==> src/sv/psl_pkg.sv <==
package psl_pkg;

	// Default width of one shifter word.
	localparam int WORD_BITS_DEF = 6;

	// Configuration port widths.
	localparam int CFG_IDX_W  = 2;
	localparam int CFG_DATA_W = 16;

	// Each accepted step value is placed this many bits up in its word.
	localparam int STEP_SHIFT = 2;

	// Register reset values.
	localparam logic [7:0]  HALF_PERIOD_RESET  = 8'd1;
	localparam logic [15:0] MIN_INTERVAL_RESET = 16'd1000;
	localparam logic [3:0]  MAX_STEPS_RESET    = 4'd15;

	// Saturation point of the tick counter since the last latch.
	localparam logic [15:0] SINCE_MAX = 16'hFFFF;

	typedef enum logic [CFG_IDX_W-1:0] {
		CFG_HALF_PERIOD  = 2'd0,
		CFG_MIN_INTERVAL = 2'd1,
		CFG_MAX_STEPS    = 2'd2
	} cfg_idx_t;

	typedef enum logic [1:0] {
		ST_OK    = 2'd0,
		ST_RANGE = 2'd1,
		ST_BUSY  = 2'd2
	} status_t;

	typedef enum logic [6:0] {
		PH_IDLE     = 7'b0000001,
		PH_WAIT     = 7'b0000010,
		PH_DATA     = 7'b0000100,
		PH_CLKHI    = 7'b0001000,
		PH_CLKLO    = 7'b0010000,
		PH_PRELATCH = 7'b0100000,
		PH_LATCH    = 7'b1000000
	} phase_t;

	typedef struct packed {
		logic [7:0]  half_period;
		logic [15:0] min_interval;
		logic [3:0]  max_steps;
	} cfg_t;

	typedef struct packed {
		logic    ser;
		logic    clk;
		logic    latch;
		logic    busy;
		status_t status;
	} res_t;

endpackage

==> src/sv/phase_shifter_serial_loader.sv <==
// Serial loader for a chained pair of phase shifters.
// Input channel (in_valid / in_stall): each item is either a time tick
// (func low) or a write request carrying two step values (func high).
// Output channel (out_valid / out_stall): exactly one result item per input
// item, in order, giving the serial data, clock and latch pin levels after
// that item, whether a load sequence is running, and the write status.
// Configuration channel (cfg_valid / cfg_ready): always ready; registers are
// the half period in ticks, the least ticks between latch rises and the
// largest accepted step value. Write them only while the block is idle.
// An item is captured in the input register, its result is worked out
// from the sequencer state and held in the output register. Throughput is
// one item per cycle while the receiver does not stall, set by the single
// state update in the core.
// When the receiver stalls, the output register holds its item and the input
// register keeps the next one; in_stall rises only once both are full.
// Reset clears the registers to their defaults, sets the core's pin levels
// low and leaves the sequencer idle with no latch yet seen.
module phase_shifter_serial_loader #(
	parameter int WORD_BITS = psl_pkg::WORD_BITS_DEF
) (
	input  logic                            clk,
	input  logic                            arst_n,
	input  logic                            in_valid,
	output logic                            in_stall,
	input  logic                            func,
	input  logic [7:0]                      first_channel_steps,
	input  logic [7:0]                      second_channel_steps,
	output logic                            out_valid,
	input  logic                            out_stall,
	output logic                            ser_level,
	output logic                            clk_level,
	output logic                            latch_level,
	output logic                            busy_res,
	output logic [1:0]                      status,
	input  logic                            cfg_valid,
	output logic                            cfg_ready,
	input  logic [psl_pkg::CFG_IDX_W-1:0]   cfg_index,
	input  logic [psl_pkg::CFG_DATA_W-1:0]  cfg_data
);

	psl_pkg::cfg_t cfg;
	psl_pkg::res_t res;
	psl_pkg::res_t res_s2;

	logic       valid_s1, valid_s2;
	logic       func_s1;
	logic [7:0] ch1_s1, ch2_s1;
	logic       adv, en;

	// The output register can take a new item when it is empty or being read.
	assign adv      = !valid_s2 || !out_stall;
	assign en       = valid_s1 && adv;
	assign in_stall = valid_s1 && !adv;

	assign cfg_ready = 1'b1;

	psl_cfg u_cfg (
		.clk       (clk),
		.arst_n    (arst_n),
		.cfg_valid (cfg_valid),
		.cfg_index (cfg_index),
		.cfg_data  (cfg_data),
		.cfg       (cfg)
	);

	psl_core #(
		.WORD_BITS (WORD_BITS)
	) u_core (
		.clk    (clk),
		.arst_n (arst_n),
		.en     (en),
		.func   (func_s1),
		.ch1    (ch1_s1),
		.ch2    (ch2_s1),
		.cfg    (cfg),
		.res    (res)
	);

	// Input register.
	always_ff @(posedge clk or negedge arst_n) begin
		if (!arst_n) begin
			valid_s1 <= 1'b0;
		end else if (!in_stall) begin
			valid_s1 <= in_valid;
		end
	end

	always_ff @(posedge clk) begin
		if (in_valid && !in_stall) begin
			func_s1 <= func;
			ch1_s1  <= first_channel_steps;
			ch2_s1  <= second_channel_steps;
		end
	end

	// Output register.
	always_ff @(posedge clk or negedge arst_n) begin
		if (!arst_n) begin
			valid_s2 <= 1'b0;
		end else if (adv) begin
			valid_s2 <= valid_s1;
		end
	end

	always_ff @(posedge clk) begin
		if (en) begin
			res_s2 <= res;
		end
	end

	assign out_valid   = valid_s2;
	assign ser_level   = res_s2.ser;
	assign clk_level   = res_s2.clk;
	assign latch_level = res_s2.latch;
	assign busy_res    = res_s2.busy;
	assign status      = res_s2.status;

endmodule

==> src/sv/psl_cfg.sv <==
module psl_cfg (
	input  logic                             clk,
	input  logic                             arst_n,
	input  logic                             cfg_valid,
	input  logic [psl_pkg::CFG_IDX_W-1:0]    cfg_index,
	input  logic [psl_pkg::CFG_DATA_W-1:0]   cfg_data,
	output psl_pkg::cfg_t                    cfg
);

	psl_pkg::cfg_t cfg_q;

	// Writes to an index beyond the register list are dropped.
	always_ff @(posedge clk or negedge arst_n) begin
		if (!arst_n) begin
			cfg_q.half_period  <= psl_pkg::HALF_PERIOD_RESET;
			cfg_q.min_interval <= psl_pkg::MIN_INTERVAL_RESET;
			cfg_q.max_steps    <= psl_pkg::MAX_STEPS_RESET;
		end else if (cfg_valid) begin
			case (cfg_index)
				psl_pkg::CFG_HALF_PERIOD: begin
					cfg_q.half_period <= cfg_data[7:0];
				end
				psl_pkg::CFG_MIN_INTERVAL: begin
					cfg_q.min_interval <= cfg_data[15:0];
				end
				psl_pkg::CFG_MAX_STEPS: begin
					cfg_q.max_steps <= cfg_data[3:0];
				end
				default: begin
				end
			endcase
		end
	end

	assign cfg = cfg_q;

endmodule

==> src/sv/psl_core.sv <==
module psl_core #(
	parameter int WORD_BITS = psl_pkg::WORD_BITS_DEF
) (
	input  logic          clk,
	input  logic          arst_n,
	input  logic          en,
	input  logic          func,
	input  logic [7:0]    ch1,
	input  logic [7:0]    ch2,
	input  psl_pkg::cfg_t cfg,
	output psl_pkg::res_t res
);

	localparam int PAT_W = 2 * WORD_BITS;
	localparam int BIW   = $clog2(PAT_W);
	localparam logic [BIW-1:0] LAST_IDX = BIW'(PAT_W - 1);
	localparam int WIDE_W = WORD_BITS + 8 + psl_pkg::STEP_SHIFT;

	psl_pkg::phase_t ph_q, ph_d;
	logic [BIW-1:0]  bit_q, bit_d, bit_inc, pos_next;
	logic [7:0]      half_q, half_d, limit;
	logic [8:0]      half_inc;
	logic [15:0]     since_q, since_d;
	logic            has_q, has_d;
	logic [PAT_W-1:0] pat_q, pat_d;
	logic            ser_q, ser_d, clk_q, clk_d, le_q, le_d;
	logic            start;
	psl_pkg::status_t status;
	logic [WIDE_W-1:0] wide1, wide2;
	logic [WORD_BITS-1:0] w1, w2;

	// Words are the step values moved up two places and cut to the word width.
	assign wide1 = {{WORD_BITS{1'b0}}, ch1, {psl_pkg::STEP_SHIFT{1'b0}}};
	assign wide2 = {{WORD_BITS{1'b0}}, ch2, {psl_pkg::STEP_SHIFT{1'b0}}};
	assign w1 = wide1[WORD_BITS-1:0];
	assign w2 = wide2[WORD_BITS-1:0];

	assign limit    = (cfg.half_period == 8'd0) ? 8'd1 : cfg.half_period;
	assign half_inc = {1'b0, half_q} + 9'd1;
	assign bit_inc  = bit_q + BIW'(1);
	assign pos_next = LAST_IDX - bit_inc;

	always_comb begin
		ph_d    = ph_q;
		bit_d   = bit_q;
		half_d  = half_q;
		since_d = since_q;
		has_d   = has_q;
		pat_d   = pat_q;
		ser_d   = ser_q;
		clk_d   = clk_q;
		le_d    = le_q;
		status  = psl_pkg::ST_OK;
		start   = 1'b0;

		if (func) begin
			if (ph_q != psl_pkg::PH_IDLE) begin
				status = psl_pkg::ST_BUSY;
			end else if (ch1 > {4'd0, cfg.max_steps} || ch2 > {4'd0, cfg.max_steps}) begin
				status = psl_pkg::ST_RANGE;
			end else begin
				pat_d = {w2, w1};
				if (has_q && since_q < cfg.min_interval) begin
					ph_d   = psl_pkg::PH_WAIT;
					half_d = 8'd0;
				end else begin
					start = 1'b1;
				end
			end
		end else begin
			if (has_q && since_q != psl_pkg::SINCE_MAX) begin
				since_d = since_q + 16'd1;
			end
			case (ph_q)
				psl_pkg::PH_IDLE: begin
				end
				psl_pkg::PH_WAIT: begin
					if (since_d >= cfg.min_interval) begin
						start = 1'b1;
					end
				end
				default: begin
					if (half_inc >= {1'b0, limit}) begin
						half_d = 8'd0;
						case (ph_q)
							psl_pkg::PH_DATA: begin
								clk_d = 1'b1;
								ph_d  = psl_pkg::PH_CLKHI;
							end
							psl_pkg::PH_CLKHI: begin
								clk_d = 1'b0;
								ph_d  = psl_pkg::PH_CLKLO;
							end
							psl_pkg::PH_CLKLO: begin
								if (bit_q != LAST_IDX) begin
									bit_d = bit_inc;
									ser_d = pat_q[pos_next];
									ph_d  = psl_pkg::PH_DATA;
								end else begin
									ph_d = psl_pkg::PH_PRELATCH;
								end
							end
							psl_pkg::PH_PRELATCH: begin
								le_d    = 1'b1;
								since_d = 16'd0;
								has_d   = 1'b1;
								ph_d    = psl_pkg::PH_LATCH;
							end
							default: begin
								le_d  = 1'b0;
								ser_d = 1'b0;
								ph_d  = psl_pkg::PH_IDLE;
							end
						endcase
					end else begin
						half_d = half_inc[7:0];
					end
				end
			endcase
		end

		// Start of the shift: pins low and the first bit of channel 2 on the data line.
		if (start) begin
			le_d   = 1'b0;
			clk_d  = 1'b0;
			bit_d  = '0;
			half_d = 8'd0;
			ser_d  = pat_d[PAT_W-1];
			ph_d   = psl_pkg::PH_DATA;
		end
	end

	always_ff @(posedge clk or negedge arst_n) begin
		if (!arst_n) begin
			ph_q    <= psl_pkg::PH_IDLE;
			bit_q   <= '0;
			half_q  <= 8'd0;
			since_q <= 16'd0;
			has_q   <= 1'b0;
			pat_q   <= '0;
			ser_q   <= 1'b0;
			clk_q   <= 1'b0;
			le_q    <= 1'b0;
		end else if (en) begin
			ph_q    <= ph_d;
			bit_q   <= bit_d;
			half_q  <= half_d;
			since_q <= since_d;
			has_q   <= has_d;
			pat_q   <= pat_d;
			ser_q   <= ser_d;
			clk_q   <= clk_d;
			le_q    <= le_d;
		end
	end

	assign res.ser    = ser_d;
	assign res.clk    = clk_d;
	assign res.latch  = le_d;
	assign res.busy   = (ph_d != psl_pkg::PH_IDLE);
	assign res.status = status;

endmodule

==> config.mk <==
export PLATFORM = sky130hd
export DESIGN_NAME = phase_shifter_serial_loader
export DESIGN_NICKNAME = d
export VERILOG_FILES = /design/src/sv/psl_pkg.sv /design/src/sv/phase_shifter_serial_loader.sv /design/src/sv/psl_cfg.sv /design/src/sv/psl_core.sv
export SDC_FILE = /design/constraint.sdc
export NUM_CORES = 1
export LEC_CHECK = 0
export BUFFER_PORTS_ARGS = -buffer_cell sky130_fd_sc_hd__buf_2
export CORE_MARGIN = 10
export CORE_UTILIZATION = 40
export DETAILED_ROUTE_END_ITERATION = 7
export HOLD_SLACK_MARGIN = 0.15
export SETUP_SLACK_MARGIN = 0.1
export SYNTH_ARGS = -nofsm -noshare
export SYNTH_HDL_FRONTEND = slang
export SYNTH_SLANG_ARGS = --single-unit
==> constraint.sdc <==
create_clock -name clk -period 4.54 [get_ports clk]
set_input_delay 0.227 -clock clk [delete_from_list [all_inputs] [get_ports clk]]
set_output_delay 0.227 -clock clk [all_outputs]
set_load 0.02 [all_outputs]
Word-level counts from Yosys, hierarchy flattened
Cells that the tools add are included.
{"block": "classes", "n_eq_ne": 18, "bitwise_logic": 4, "mux": 57, "magnitude_cmp": 6, "add_sub_neg": 4, "reduce_logical": 28}
{"cell": "16-bit two-way mux", "n": 5}
{"cell": "8-bit two-way mux", "n": 8}
{"cell": "7-bit two-way mux", "n": 7}
{"cell": "12-bit two-way mux", "n": 3}
{"cell": "7-bit case mux with 4 select lines", "n": 1}
{"cell": "4-bit two-way mux", "n": 6}
{"cell": "1-bit two-way mux", "n": 21}
{"cell": "16-bit by 1-bit adder with 16-bit output (second input constant)", "n": 1}
{"cell": "16-bit greater-or-equal comparator", "n": 1}
{"cell": "8-bit by 4-bit greater-than comparator with 1-bit output", "n": 2}
{"cell": "16-bit < comparator", "n": 1}
{"cell": "16-bit != test (second input constant)", "n": 1}
{"cell": "7-bit by 1-bit != test with 1-bit output (second input constant)", "n": 2}
{"cell": "5-bit AND reduction", "n": 2}
{"cell": "8-bit by 1-bit adder with 9-bit output (second input constant)", "n": 1}
{"cell": "9-bit by 8-bit greater-or-equal comparator with 1-bit output", "n": 1}
{"cell": "8-bit zero test", "n": 1}
{"cell": "2-bit AND reduction", "n": 4}
{"cell": "7-bit by 1-bit equality test with 1-bit output (second input constant)", "n": 1}
{"cell": "7-bit by 2-bit equality test with 1-bit output (second input constant)", "n": 1}
{"cell": "7-bit by 3-bit equality test with 1-bit output (second input constant)", "n": 1}
{"cell": "7-bit by 4-bit equality test with 1-bit output (second input constant)", "n": 1}
{"cell": "7-bit by 5-bit equality test with 1-bit output (second input constant)", "n": 1}
{"cell": "7-bit by 6-bit equality test with 1-bit output (second input constant)", "n": 1}
{"cell": "23 further kinds", "n": 43}
{"block": "word_totals", "regBits": 100, "output_inout_bits": 9, "elab_cells": 141}

Logic depth before layout (Yosys ltp)
Gate-level depths: netlist (run 1).
{"block": "depth", "word_depth": 10, "ltp_mapped": 17, "ltp_nobuf": 15}

Cells and area by module
A second synthesis (run 1) with hierarchy kept.
{"block": "hier_totals", "cells_unflattened": 560, "hier_area_um2": 6018.3}
{"module": "psl_core", "n_inst": 1, "cells_each": 467, "area_each_um2": 4136.5}
{"module": "psl_cfg", "n_inst": 1, "cells_each": 60, "area_each_um2": 1087.3}
{"module": "phase_shifter_serial_loader", "n_inst": 1, "cells_each": 33, "area_each_um2": 794.5}

Worst setup path after synthesis (run 1)
Ideal clock, no wire load.
{"block": "synth_timing", "kind": "register -> register", "startpoint": "reg u_core.since_q[0]", "endpoint": "reg res_s2, in the netlist ser_level, data pin", "setup_time_ns": 0.259, "path_slack_ns": 0.688, "path_stages_with_launch": 17, "n_path_buf": 2, "t_required_ns": 4.281, "period_less_slack_ns": 3.852, "arrival_time_ns": 3.593, "path_cell_list": "dfrtp_1 > ha_1 > nand3_1 > or4_1 > clkbuf_1 > nand2_1 > nor2_1 > and4_1 > xor2_1 > ha_1 > and3_1 > a211oi_1 > o21ai_0 > a221oi_1 > o22ai_4 > buf_6 > o31a_1"}
{"element": "start, declared", "line_no": "psl_core.sv:23", "rtl": "logic [15:0] since_q, since_d;"}
{"element": "start signal, assigned", "line_no": "psl_core.sv:148", "rtl": "since_q <= since_d;"}
{"element": "end signal, assigned", "line_no": "phase_shifter_serial_loader.sv:107", "rtl": "res_s2 <= res;"}
{"element": "end, declared", "line_no": "phase_shifter_serial_loader.sv:43", "rtl": "psl_pkg::res_t res_s2;"}

==> results of run 1 <==
-- final timing paths --
check                                  startpoint                end  cells after the start
worst max-delay path            u_core.since_q[0]          ser_level                     15
worst min-delay path                  cfg_data[0]       u_cfg.cfg[0]                      2
worst max register to register  u_core.since_q[0]          ser_level                     15
worst min register to register           valid_s1          out_valid                      1
max in group asynchronous                  arst_n       u_cfg.cfg[6]                      2
min in group asynchronous                  arst_n  u_core.since_q[4]                      2
-- flip-flops by register name (all words and copies together) (netlist names), 2 cells and up --
| register | cells |
|---|---|
| u_core.pat_q | 8 |
| u_core.half_q | 8 |
| ch1_s1 | 8 |
| u_core.bit_q | 4 |
| u_core.ph_q | 7 |
| ch2_s1 | 8 |
| u_core.since_q | 16 |
| status | 2 |
| u_cfg.cfg | 28 |
-- Yosys cell counts (all sizes together), types with 8 or more instances --
cell type  instances
a21oi             23
a22o              10
and3              10
clkbuf            13
dfrtp             65
dfstp             12
edfxtp            23
ha                50
inv               34
mux2              35
nand2             42
nand3             23
nand4              8
nor2              25
o21ai             43
o31ai             10
xnor2             12
xor2              12
-- cell families after synthesis --
family          count (synthesis)  share of synthesized area [%]
compound gates                132                          15.10
other cells                     1                        0.06421
fa+ha+maj                      50                          10.71
xor+xnor                       24                          3.599
mux                            39                          7.434
flops                         100                          45.07
simple gates                  157                          14.33
buf+inv                        53                          3.685
-- metal layers --
metal	vias up	track usage (%)	share of wire (%)
met3	19	3.023	3.8
li1	2203	-	-
met1	2175	17.16	47
met4	0	4.783	1.5
met2	93	22.07	47
met5	-	0	0
-- power by group through the flow --
stage	Clock, mW	Sequential (mW)	Combinational (mW)
4_1_cts	0.786	1.10	0.472
3_5_place_dp	0	1.11	0.445
2_1_floorplan	0	1.09	0.323
5_1_grt	0.816	1.11	0.530
3_3_place_gp	0	1.11	0.429
6_report	0.761	1.10	0.467
-- worst max-delay path, delay by kind of cell (launching register included) --
family,cells,cell delay (ns)
compound gates,5,1.18
xor+xnor,1,0.15
fa+ha+maj,2,0.53
buf+inv,1,0.18
flops,1,0.45
simple gates,6,1.40
-- area by class of cell --
cell class / count / share of cell area (%)
Clock buffer: 10 / 3.322
Clock inverter: 6 / 0.8350
Inverter: 34 / 1.852
Multi-Input combinational cell: 403 / 43.60
Sequential cell: 100 / 38.19
Tap cell: 184 / 3.340
Timing Repair Buffer: 85 / 8.858
-- through the flow --
| step | utilization (%) | hold WS [ns] | worst slack, ns | power, mW | std cells |
|---|---|---|---|---|---|
| global placement | 43.18 | 0.4047 | 0.3406 | 1.538 | 769 |
| detailed placement | 43.18 | 0.4051 | 0.2264 | 1.559 | 769 |
| floorplan | - | -0.06859 | 0.6880 | 1.417 | 556 |
| CTS | 47.60 | 0.1508 | 0.1871 | 2.354 | 820 |
| global route | 47.79 | 0.1621 | 0.1369 | 2.454 | 822 |
| finish | 47.79 | 0.1574 | 0.3874 | 2.324 | 822 |
-- timing repair --
| action | 4_1_cts | 5_1_grt |
|---|---|---|
| setup buffers | 0 | 2 |
| hold buffers | 35 | 0 |
| resized for setup | 0 | 3 |
| endpoints found under the setup margin | 0 | 20 |
| hold endpoints to repair | 106 | 0 |
==> run_results.csv, run 1 <==
group,metric,value,unit
outcome,status,"complete, no violations",
synthesis,synth_top_area_share,27.85,%
layout,layout-drive-gt1-share,19.28,%
timing,timing.slew.headroom,29.13,%
floorplan,rows,44,
synthesis,netlist_instances,556,
synthesis,postSynth.topFlopCell,"sky130_fd_sc_hd__dfrtp_1",
worst_setup_path,data_arrival_time_at_the_worst_slack_endpoint,4.27,ns
power,power_density,337.1,mW/mm^2
synthesis,ys_ff_latch,100,
power,switchingPower,0.6970,mW
drt,drt_iter0_markers,289,
synthesis,postSynthNetCount,646,
run,maximum_capacitance_violations,0,
grt,grt.overflow.total,0,
drt,drtPass1Iterations,5,
floorplan,fp.coreArea,0.01442,mm^2
synthesis,synth.top_cells.by_area,"sky130_fd_sc_hd__dfrtp_1 (28%), sky130_fd_sc_hd__edfxtp_1 (12%), sky130_fd_sc_hd__ha_1 (11%)",
layout,mostFrequentLayoutCell,"sky130_fd_sc_hd__dfrtp_1",
clocking,max-clock-path-buffers,2,
power,power.ir.vdd_worst,283.9,uV
placed_design,port_bufs,47,
timing,layout_worst_path_cycle_share,91.47,%
drt,routed-via-count,4490,
drt,drt_wl_total,13.25,mm
placed_design,postPlaceCellArea,0.006228,mm^2
clocking,cts_htree_levels,3,
timing,number_of_slew_limit_violations_in_the_final_report,0,
drt,avgViaCountPerCell,5.462,
clocking,numCtsBuffers,9,
placed_design,gp_routability_congestion,0.8618,
grt,grt_first_pass_wirelength,22.20,mm
worst_setup_path,slowest_delay,0.57,ns
timing,report.final.setup_viol,0,
synthesis,ffs_w_async_s_r_synth,77.00,%
grt,antenna_found_initial,0,
grt,grt_usage,13.52,%
floorplan,die_height,140.8,um
layout,layout.area.seq,0.002633,mm^2
layout,final_cell_mix,"sky130_fd_sc_hd__dfrtp_1 (65), sky130_fd_sc_hd__ha_1 (50), sky130_fd_sc_hd__buf_2 (46)",
floorplan,initial_utilization,40.49,%
worst_setup_path,worst-setup-path-type,"reg -> reg",
drt,drc_viols,0,
layout,areaGrowthSynthToFinish,18.02,%
grt,via_count_of_the_first_global_routing_pass,4531,
grt,largest_net_degree_at_the_start_of_global_routing,78,
timing,final_period_minus_worst_setup_slack,4.153,ns
worst_setup_path,crit_path_top_delay_cell,"sky130_fd_sc_hd__or4_4",
timing,finalHoldViolations,0,
power,leakage,3.147,nW
power,net_switching_share_of_the_total_power,30.00,%
floorplan,top_level_ports,49,
worst_hold_path,hold_path_class,"in -> reg",
synthesis,synth-warning-count,0,
synthesis,synth.avg_cell_area,10.50,um^2
power,cell_internal_pwr,1.627,mW
floorplan,die_area,0.01983,mm^2
power,clock_power_share,32.7,%
synthesis,syn-cell-area,0.005841,mm^2
layout,number_of_nets_in_the_finished_design,723,
timing,finalClockSkew,0.01100,ns
clocking,clkTransAtPathRegs,0.07,ns
clocking,worstSkewPairLatency,0.36,ns
synthesis,synth-edff-count,23,
timing,clock.fmax,240.8,MHz
worst_setup_path,endpoint_kind,"register",
clocking,cts_root_buf,"sky130_fd_sc_hd__clkbuf_16",
worst_setup_path,worst_setup_path_start_kind,"register",
power,p_comb_share,20.1,%
floorplan,die_x,140.8,um
drt,wl_per_cell,16.12,um
layout,final_area,0.006893,mm^2
timing,setup_tns,0,ns
synthesis,number_of_distinct_library_cell_variants_in_the_gate_level_netlist_after_synthesis,70,
worst_setup_path,cp.required,4.65,ns
clocking,clock_sinks,100,
power,power.sequential.fraction,47.2,%
synthesis,synthDominantAreaCellType,"sky130_fd_sc_hd__dfrtp_1",
worst_setup_path,critical_path.most_common_cell,"sky130_fd_sc_hd__ha_1",
worst_setup_path,worst-r2r-setup-slack,0.39,ns
worst_setup_path,timing.critical_path.cells,"ha_1 > nand3_1 > or4_4 > nand2_1 > nor2_2 > and4_1 > xor2_1 > ha_1 > and3_1 > a211oi_1 > o21ai_0 > a221oi_2 > o22ai_4 > buf_4 > o31a_1",
layout,n_fill_cell,1355,
timing,transition_at_the_pin_with_the_smallest_max_transition_slack,1.063,ns
layout,multiInputGateArea,0.003005,mm^2
clocking,tritoncts,"built",
worst_setup_path,cp_max_fo,10,
drt,ant_nets,0,
placed_design,dp.final_hpwl,9.538,mm
synthesis,synth-seq-area-share,45.07,%
layout,antenna-diode-count,0,
timing,setup_repair_after_global_routing_missed_its_margin,"no",
(Power assumes the default switching activity.)
==> run 2, diff against run 1 <==
--- a/config.mk
+++ b/config.mk
@@ -5,6 +5,7 @@
 export SDC_FILE = /design/constraint.sdc
 export NUM_CORES = 1
 export LEC_CHECK = 0
+export ABC_AREA = 1
 export BUFFER_PORTS_ARGS = -buffer_cell sky130_fd_sc_hd__buf_2
 export CORE_MARGIN = 10
 export CORE_UTILIZATION = 40
==> run_results.csv, run 2 <==
group,metric,value,unit
outcome,status,"complete, no violations",
synthesis,dominant_cell_by_count_in_the_synthesized_netlist,"sky130_fd_sc_hd__nand2_1",
clocking,holdBufCountCts,30,
worst_setup_path,worst-r2r-setup-slack,0.71,ns
timing,transition_at_the_pin_with_the_smallest_max_transition_slack,1.109,ns
clocking,cts_resized,0,
grt,grt_usage,13.94,%
drt,avgViaCountPerCell,4.744,
synthesis,synth-seq-area-share,42.05,%
layout,antenna-diode-count,0,
layout,multiInputGateArea,0.003073,mm^2
placed_design,port_bufs,47,
timing,finalClockSkew,0.01013,ns
layout,n_fill_cell,1491,
worst_setup_path,startpoint,"u_core.since_q[0]",
synthesis,ffs_w_async_s_r_synth,77.00,%
placed_design,gp_routability_congestion,0.8670,
power,cell_internal_pwr,1.845,mW
worst_setup_path,r2r_cells,25,
timing,timing.slew.headroom,25.87,%
power,power.ir.vdd_worst,211.1,uV
synthesis,synth-warning-count,0,
power,p_total,2.877,mW
layout,number_of_nets_in_the_finished_design,937,
drt,ant_nets,0,
worst_setup_path,worst_setup_path_start_kind,"register",
grt,via_count_of_the_first_global_routing_pass,5030,
power,power_density,394.0,mW/mm^2
clocking,numCtsBuffers,9,
synthesis,synth_top_family_by_area,"simple AND/OR/NAND/NOR gates",
drt,drtPass1Iterations,4,
drt,drc_viols,0,
floorplan,initial_utilization,41.03,%
synthesis,synth.avg_cell_area,8.110,um^2
clocking,cts_setup_buffers,0,
timing,clock.fmax,261.4,MHz
synthesis,number_of_distinct_library_cell_variants_in_the_gate_level_netlist_after_synthesis,47,
layout,mostFrequentLayoutCell,"sky130_fd_sc_hd__nand2_1",
timing,setup_tns,0,ns
power,clock_power_share,28.1,%
timing,final_period_minus_worst_setup_slack,3.826,ns
synthesis,synthDominantAreaCellType,"sky130_fd_sc_hd__dfrtp_1",
worst_setup_path,endpoint_kind,"register",
power,switchingPower,1.032,mW
layout,areaGrowthSynthToFinish,16.61,%
clocking,max-clock-path-buffers,2,
run,maximum_capacitance_violations,0,
synthesis,synth.area.mux_share,0,%
drt,wl_per_cell,13.47,um
grt,grt.overflow.total,0,
drt,routed-via-count,5043,
layout,flip_flop_count_of_the_largest_register_all_copies_and_words_added,28,
layout,layout.area.seq,0.002633,mm^2
clocking,tritoncts,"built",
synthesis,synth-edff-count,23,
timing,report.final.setup_viol,0,
worst_setup_path,cp_max_fo,14,
synthesis,synth_compound_gate_area_share,11.15,%
floorplan,die_x,145.1,um
synthesis,synth.top_cells.by_area,"sky130_fd_sc_hd__dfrtp_1 (26%), sky130_fd_sc_hd__nand2_1 (12%), sky130_fd_sc_hd__edfxtp_1 (11%)",
synthesis,ys_ff_latch,100,
floorplan,fp.coreArea,0.01526,mm^2
grt,antenna_found_initial,0,
clocking,cts_htree_levels,3,
clocking,clkTransAtPathRegs,0.07,ns
clocking,cts_root_buf,"sky130_fd_sc_hd__clkbuf_16",
worst_hold_path,hold_path_class,"in -> reg",
drt,drt_wl_total,14.32,mm
layout,layout-drive-gt1-share,13.85,%
synthesis,synth.top_cells.by_count,"sky130_fd_sc_hd__nand2_1 (193), sky130_fd_sc_hd__inv_1 (121), sky130_fd_sc_hd__dfrtp_1 (65)",
synthesis,syn-cell-area,0.006261,mm^2
worst_setup_path,r2r_end,"busy_res",
power,p_comb_share,30.9,%
grt,largest_net_degree_at_the_start_of_global_routing,78,
clocking,worstSkewPairLatency,0.35,ns
worst_setup_path,critical_path.endpoint,"busy_res",
power,power.sequential.fraction,41.1,%
floorplan,die_height,145.1,um
synthesis,synth_xor_area_share,2.938,%
synthesis,yosys.area_share.simple,24.94,%
floorplan,die_area,0.02106,mm^2
timing,layout_worst_path_cycle_share,84.26,%
timing,finalHoldViolations,0,
worst_setup_path,critical_path.reg2reg.startpoint,"u_core.since_q[0]",
power,leakage,3.686,nW
timing,number_of_slew_limit_violations_in_the_final_report,0,
power,net_switching_share_of_the_total_power,35.88,%
worst_setup_path,cp.required,4.64,ns
synthesis,synth_top_area_share,25.98,%
synthesis,synth_fa_ha_area_share,9.992,%
grt,grt_first_pass_wirelength,24.63,mm
clocking,clock_sinks,100,
synthesis,postSynth.topFlopCell,"sky130_fd_sc_hd__dfrtp_1",
layout,final_cell_mix,"sky130_fd_sc_hd__nand2_1 (193), sky130_fd_sc_hd__inv_1 (121), sky130_fd_sc_hd__dfrtp_1 (65)",
drt,drt_iter0_markers,304,
worst_setup_path,data_arrival_time_at_the_worst_slack_endpoint,3.92,ns
floorplan,top_level_ports,49,
worst_setup_path,worst-setup-path-type,"reg -> reg",
floorplan,rows,45,
placed_design,dp.final_hpwl,10.73,mm
synthesis,netlist_instances,772,
timing,setup_repair_after_global_routing_missed_its_margin,"no",
synthesis,postSynthNetCount,862,
==> run 2: cell types whose count changed in the layout (fill, tap and decap cells not counted), moves of 9 or more <==
cell                      previous run  this run
sky130_fd_sc_hd__inv_1              34       121
sky130_fd_sc_hd__nand2_1            42       193
sky130_fd_sc_hd__xnor2_1            12         2
sky130_fd_sc_hd__a22o_1             10         0
sky130_fd_sc_hd__o22ai_2             0         9
sky130_fd_sc_hd__o31ai_1             9         0
sky130_fd_sc_hd__and3_1             10         1
sky130_fd_sc_hd__nand3_1            22        36
sky130_fd_sc_hd__nor2_1             23        57
sky130_fd_sc_hd__o21ai_1             6        27
sky130_fd_sc_hd__mux2_2             35         0
==> run 2: cell families (layout without fill, tap and decap cells) <==
family                   after synthesis  count (layout)
flip-flops                           100             100
buffers and inverters                142             222
other                                  1               1
AND/OR/NAND/NOR                      344             344
AO/OA/AOI/OAI                        114             114
XOR/XNOR                              21              21
adder cells (fa/ha/maj)               50              50
==> run 2: worst min path at each step <==
stage | slack [ns] | end | depth (start not counted) | start
after floorplan | -0.07 | out_valid | 0 | arst_n
after global placement | 0.40 | ch2_s1[5] | 1 | second_channel_steps[5]
after detailed placement | 0.41 | ch2_s1[5] | 1 | second_channel_steps[5]
after CTS | 0.15 | u_cfg.cfg[11] | 3 | cfg_data[7]
after global routing | 0.17 | u_cfg.cfg[11] | 3 | cfg_data[7]
final | 0.15 | u_cfg.cfg[11] | 3 | cfg_data[7]
==> run 2: metrics by stage <==
stage               utilization (%)  cell area [um^2]  setup WS (ns)  hold WS, ns  cells
finish                        47.85              7301         0.7144       0.1528   1063
global route                  47.85              7301         0.2585       0.1672   1063
CTS                           47.85              7301         0.7024       0.1518   1063
detailed placement            43.88              6695         0.7356       0.4051   1017
global placement              43.88              6695         0.8883       0.4044   1017
floorplan                         -              6261          1.408     -0.06859    772
==> run 2: cell type report <==
class | count | area share [%]
clock buffer | 10 | 3.136
clock inverter | 6 | 1.045
inverter | 128 | 6.581
multi-input combinational | 530 | 42.09
sequential | 100 | 36.06
tap | 211 | 3.616
timing repair buffer | 78 | 7.472
==> run 2: power groups by stage <==
stage	Clock (mW)	Combinational, mW	Sequential, mW
final	0.808	0.888	1.18
after global routing	0.865	1.04	1.20
after CTS	0.829	0.897	1.18
after detailed placement	0	0.872	1.20
after global placement	0	0.861	1.20
after floorplan	0	0.670	1.18
==> run 2: critical path, stage by stage (launching register included) <==
cell	delay, ns
sky130_fd_sc_hd__dfrtp_1	0.40
sky130_fd_sc_hd__ha_1	0.21
sky130_fd_sc_hd__nand3_1	0.12
sky130_fd_sc_hd__nor3_2	0.23
sky130_fd_sc_hd__nand4_1	0.13
sky130_fd_sc_hd__nand2_1	0.24
sky130_fd_sc_hd__inv_2	0.17
sky130_fd_sc_hd__nand4_1	0.14
sky130_fd_sc_hd__nor2_1	0.07
sky130_fd_sc_hd__nand2_1	0.06
sky130_fd_sc_hd__nand2_1	0.04
sky130_fd_sc_hd__nand2_1	0.08
sky130_fd_sc_hd__inv_1	0.05
sky130_fd_sc_hd__ha_1	0.28
sky130_fd_sc_hd__nand2_1	0.07
sky130_fd_sc_hd__inv_1	0.03
sky130_fd_sc_hd__o21ai_0	0.13
sky130_fd_sc_hd__nand2_1	0.06
sky130_fd_sc_hd__nor2_1	0.14
sky130_fd_sc_hd__nand3_1	0.12
sky130_fd_sc_hd__nand2_1	0.13
sky130_fd_sc_hd__nand2_4	0.11
sky130_fd_sc_hd__inv_2	0.22
sky130_fd_sc_hd__nand4_1	0.14
sky130_fd_sc_hd__nor2_1	0.11
sky130_fd_sc_hd__nand3_1	0.07
==> run 2: metal layers <==
metal | global-route usage, % | vias up | part of all wire, %
met5 | 0 | - | 0
met4 | 3.691 | 0 | 1.2
met3 | 3.136 | 12 | 3.5
met2 | 22.92 | 85 | 46
met1 | 18.02 | 2295 | 49
li1 | - | 2651 | -
==> run 3, diff against run 2 <==
==> constraint.sdc (replaced) <==
create_clock -name clk -period 3.6 [get_ports clk]
set_input_delay 0.18 -clock clk [delete_from_list [all_inputs] [get_ports clk]]
set_output_delay 0.18 -clock clk [all_outputs]
set_load 0.02 [all_outputs]
==> run_results.csv, run 3 (synthesis results as in run 2) <==
group,metric,value,unit
outcome,status,"complete, no violations",
placed_design,gp_routability_congestion,0.8289,
placed_design,dp.final_hpwl,10.88,mm
worst_setup_path,data_arrival_time_at_the_worst_slack_endpoint,3.61,ns
worst_setup_path,endpoint_kind,"register",
floorplan,top_level_ports,49,
timing,finalHoldViolations,0,
power,power.ir.vdd_worst,286.7,uV
layout,layout-drive-gt1-share,18.93,%
drt,drt_iter0_markers,259,
drt,wirelength_met1,7.161,mm
layout,final_area,0.007677,mm^2
run,maximum_capacitance_violations,0,
placed_design,port_bufs,47,
timing,layout_worst_path_cycle_share,93.56,%
layout,number_of_nets_in_the_finished_design,962,
power,power_density,480.1,mW/mm^2
worst_setup_path,cp_max_fo,8,
layout,finish.utilization,50.32,%
layout,n_fill_cell,1458,
grt,antenna_found_initial,0,
floorplan,fp.coreArea,0.01526,mm^2
drt,met2WireLength,6.970,mm
floorplan,die_height,145.1,um
drt,avgViaCountPerCell,4.740,
drt,met3WireLength,671,um
timing,transition_at_the_pin_with_the_smallest_max_transition_slack,1.101,ns
layout,final_cell_mix,"sky130_fd_sc_hd__nand2_1 (190), sky130_fd_sc_hd__inv_1 (120), sky130_fd_sc_hd__dfrtp_1 (65)",
floorplan,die_area,0.02106,mm^2
grt,largest_net_degree_at_the_start_of_global_routing,78,
clocking,clkTransAtPathRegs,0.08,ns
clocking,max-clock-path-buffers,2,
floorplan,initial_utilization,41.03,%
timing,timing.slew.headroom,26.39,%
layout,mostFrequentLayoutCell,"sky130_fd_sc_hd__nand2_1",
placed_design,postPlaceCellArea,0.006740,mm^2
drt,routed-via-count,5157,
grt,grt.overflow.total,0,
worst_setup_path,worst-setup-path-type,"reg -> reg",
floorplan,die_x,145.1,um
clocking,cts_htree_levels,3,
grt,via_count_of_the_first_global_routing_pass,4988,
clocking,clock_sinks,100,
drt,drc_viols,0,
layout,flip_flop_count_of_the_largest_register_all_copies_and_words_added,28,
worst_setup_path,worst_setup_path_start_kind,"register",
drt,ant_nets,0,
drt,drtPass1Iterations,5,
grt,grt_usage,14.27,%
layout,multiInputGateArea,0.003218,mm^2
timing,timing.hold.ws,0.1799,ns
worst_setup_path,cp.required,3.85,ns
timing,final_period_minus_worst_setup_slack,3.368,ns
drt,max_layer_used,"met4",
clocking,cts_root_buf,"sky130_fd_sc_hd__clkbuf_16",
drt,drt_wl_total,15.00,mm
layout,areaGrowthSynthToFinish,22.62,%
layout,antenna-diode-count,0,
clocking,worstSkewPairLatency,0.36,ns
grt,grt_first_pass_wirelength,25.10,mm
clocking,numCtsBuffers,9,
drt,wl_per_cell,13.79,um
clocking,tritoncts,"built",
floorplan,rows,45,
worst_hold_path,hold_path_class,"in -> reg",
timing,finalClockSkew,0.007044,ns
timing,report.final.setup_viol,0,
timing,clock.fmax,296.9,MHz
power,leakage,3.852,nW
layout,layout.area.seq,0.002633,mm^2
timing,number_of_slew_limit_violations_in_the_final_report,0,
-- run 3: final timing paths --
check                                        from                 end  slack (ns)  depth (start not counted)
worst max-delay path            u_core.since_q[1]    u_core.half_q[6]        0.23                         24
worst max register to register  u_core.since_q[1]    u_core.half_q[6]        0.23                         24
worst min register to register    u_core.pat_q[2]     u_core.pat_q[2]        0.49                          2
worst min-delay path                  cfg_data[2]        u_cfg.cfg[2]        0.18                          3
min in group asynchronous                  arst_n        u_cfg.cfg[8]        0.50                          2
max in group asynchronous                  arst_n  u_core.since_q[10]        2.38                          2
-- run 3: metrics by stage --
step                worst slack (ns)  setup TNS [ns]  power [mW]  cells
floorplan                     0.4683               0       2.330    772
global placement              0.1832               0       2.606   1023
detailed placement            0.1703               0       2.613   1023
CTS                           0.1517               0       3.646   1071
global route                -0.01900        -0.03365       3.971   1088
finish                        0.2318               0       3.686   1088
-- run 3: area by class of cell --
class	count	share of cell area [%]
timing repair buffer	103	10.10
sequential	100	34.29
inverter	128	6.291
clock inverter	6	0.8475
tap	211	3.439
multi-input combinational	530	41.92
clock buffer	10	3.113
-- run 3: timing repair --
item,in CTS,in global routing
resized for setup,0,32
hold endpoints to repair,100,0
setup endpoints to repair,0,22
hold buffers,32,0
setup buffers,0,16
-- run 3: worst max-delay path, cell delays in order (launching register included) --
cell	delay (ns)
sky130_fd_sc_hd__dfrtp_1	0.39
sky130_fd_sc_hd__ha_2	0.24
sky130_fd_sc_hd__nand3_4	0.10
sky130_fd_sc_hd__nor3_4	0.23
sky130_fd_sc_hd__nand4_1	0.15
sky130_fd_sc_hd__nand2_2	0.13
sky130_fd_sc_hd__buf_6	0.12
sky130_fd_sc_hd__nor2_1	0.04
sky130_fd_sc_hd__xor2_1	0.20
sky130_fd_sc_hd__inv_1	0.07
sky130_fd_sc_hd__ha_1	0.27
sky130_fd_sc_hd__nand2_1	0.10
sky130_fd_sc_hd__inv_1	0.05
sky130_fd_sc_hd__nand2_1	0.06
sky130_fd_sc_hd__nand2_1	0.05
sky130_fd_sc_hd__nand2_1	0.05
sky130_fd_sc_hd__nand2_1	0.07
sky130_fd_sc_hd__nand2_1	0.07
sky130_fd_sc_hd__nand3_2	0.10
sky130_fd_sc_hd__nand2_2	0.09
sky130_fd_sc_hd__nand2_4	0.07
sky130_fd_sc_hd__buf_4	0.14
sky130_fd_sc_hd__o21ai_4	0.20
sky130_fd_sc_hd__clkbuf_16	0.19
sky130_fd_sc_hd__o21ai_1	0.05
-- run 3: per-layer routing --
layer,track usage [%],vias up
met3,3.912,12
met2,23.17,99
met5,0,-
met1,18.53,2346
met4,3.084,0
li1,-,2700
-- run 3: power by group --
group | total (mW) | switching, mW | leakage (nW) | internal (mW)
registers | 1.50 | 0.148 | 1.20 | 1.35
clock network | 0.992 | 0.483 | 0.150 | 0.509
logic | 1.20 | 0.730 | 2.51 | 0.468
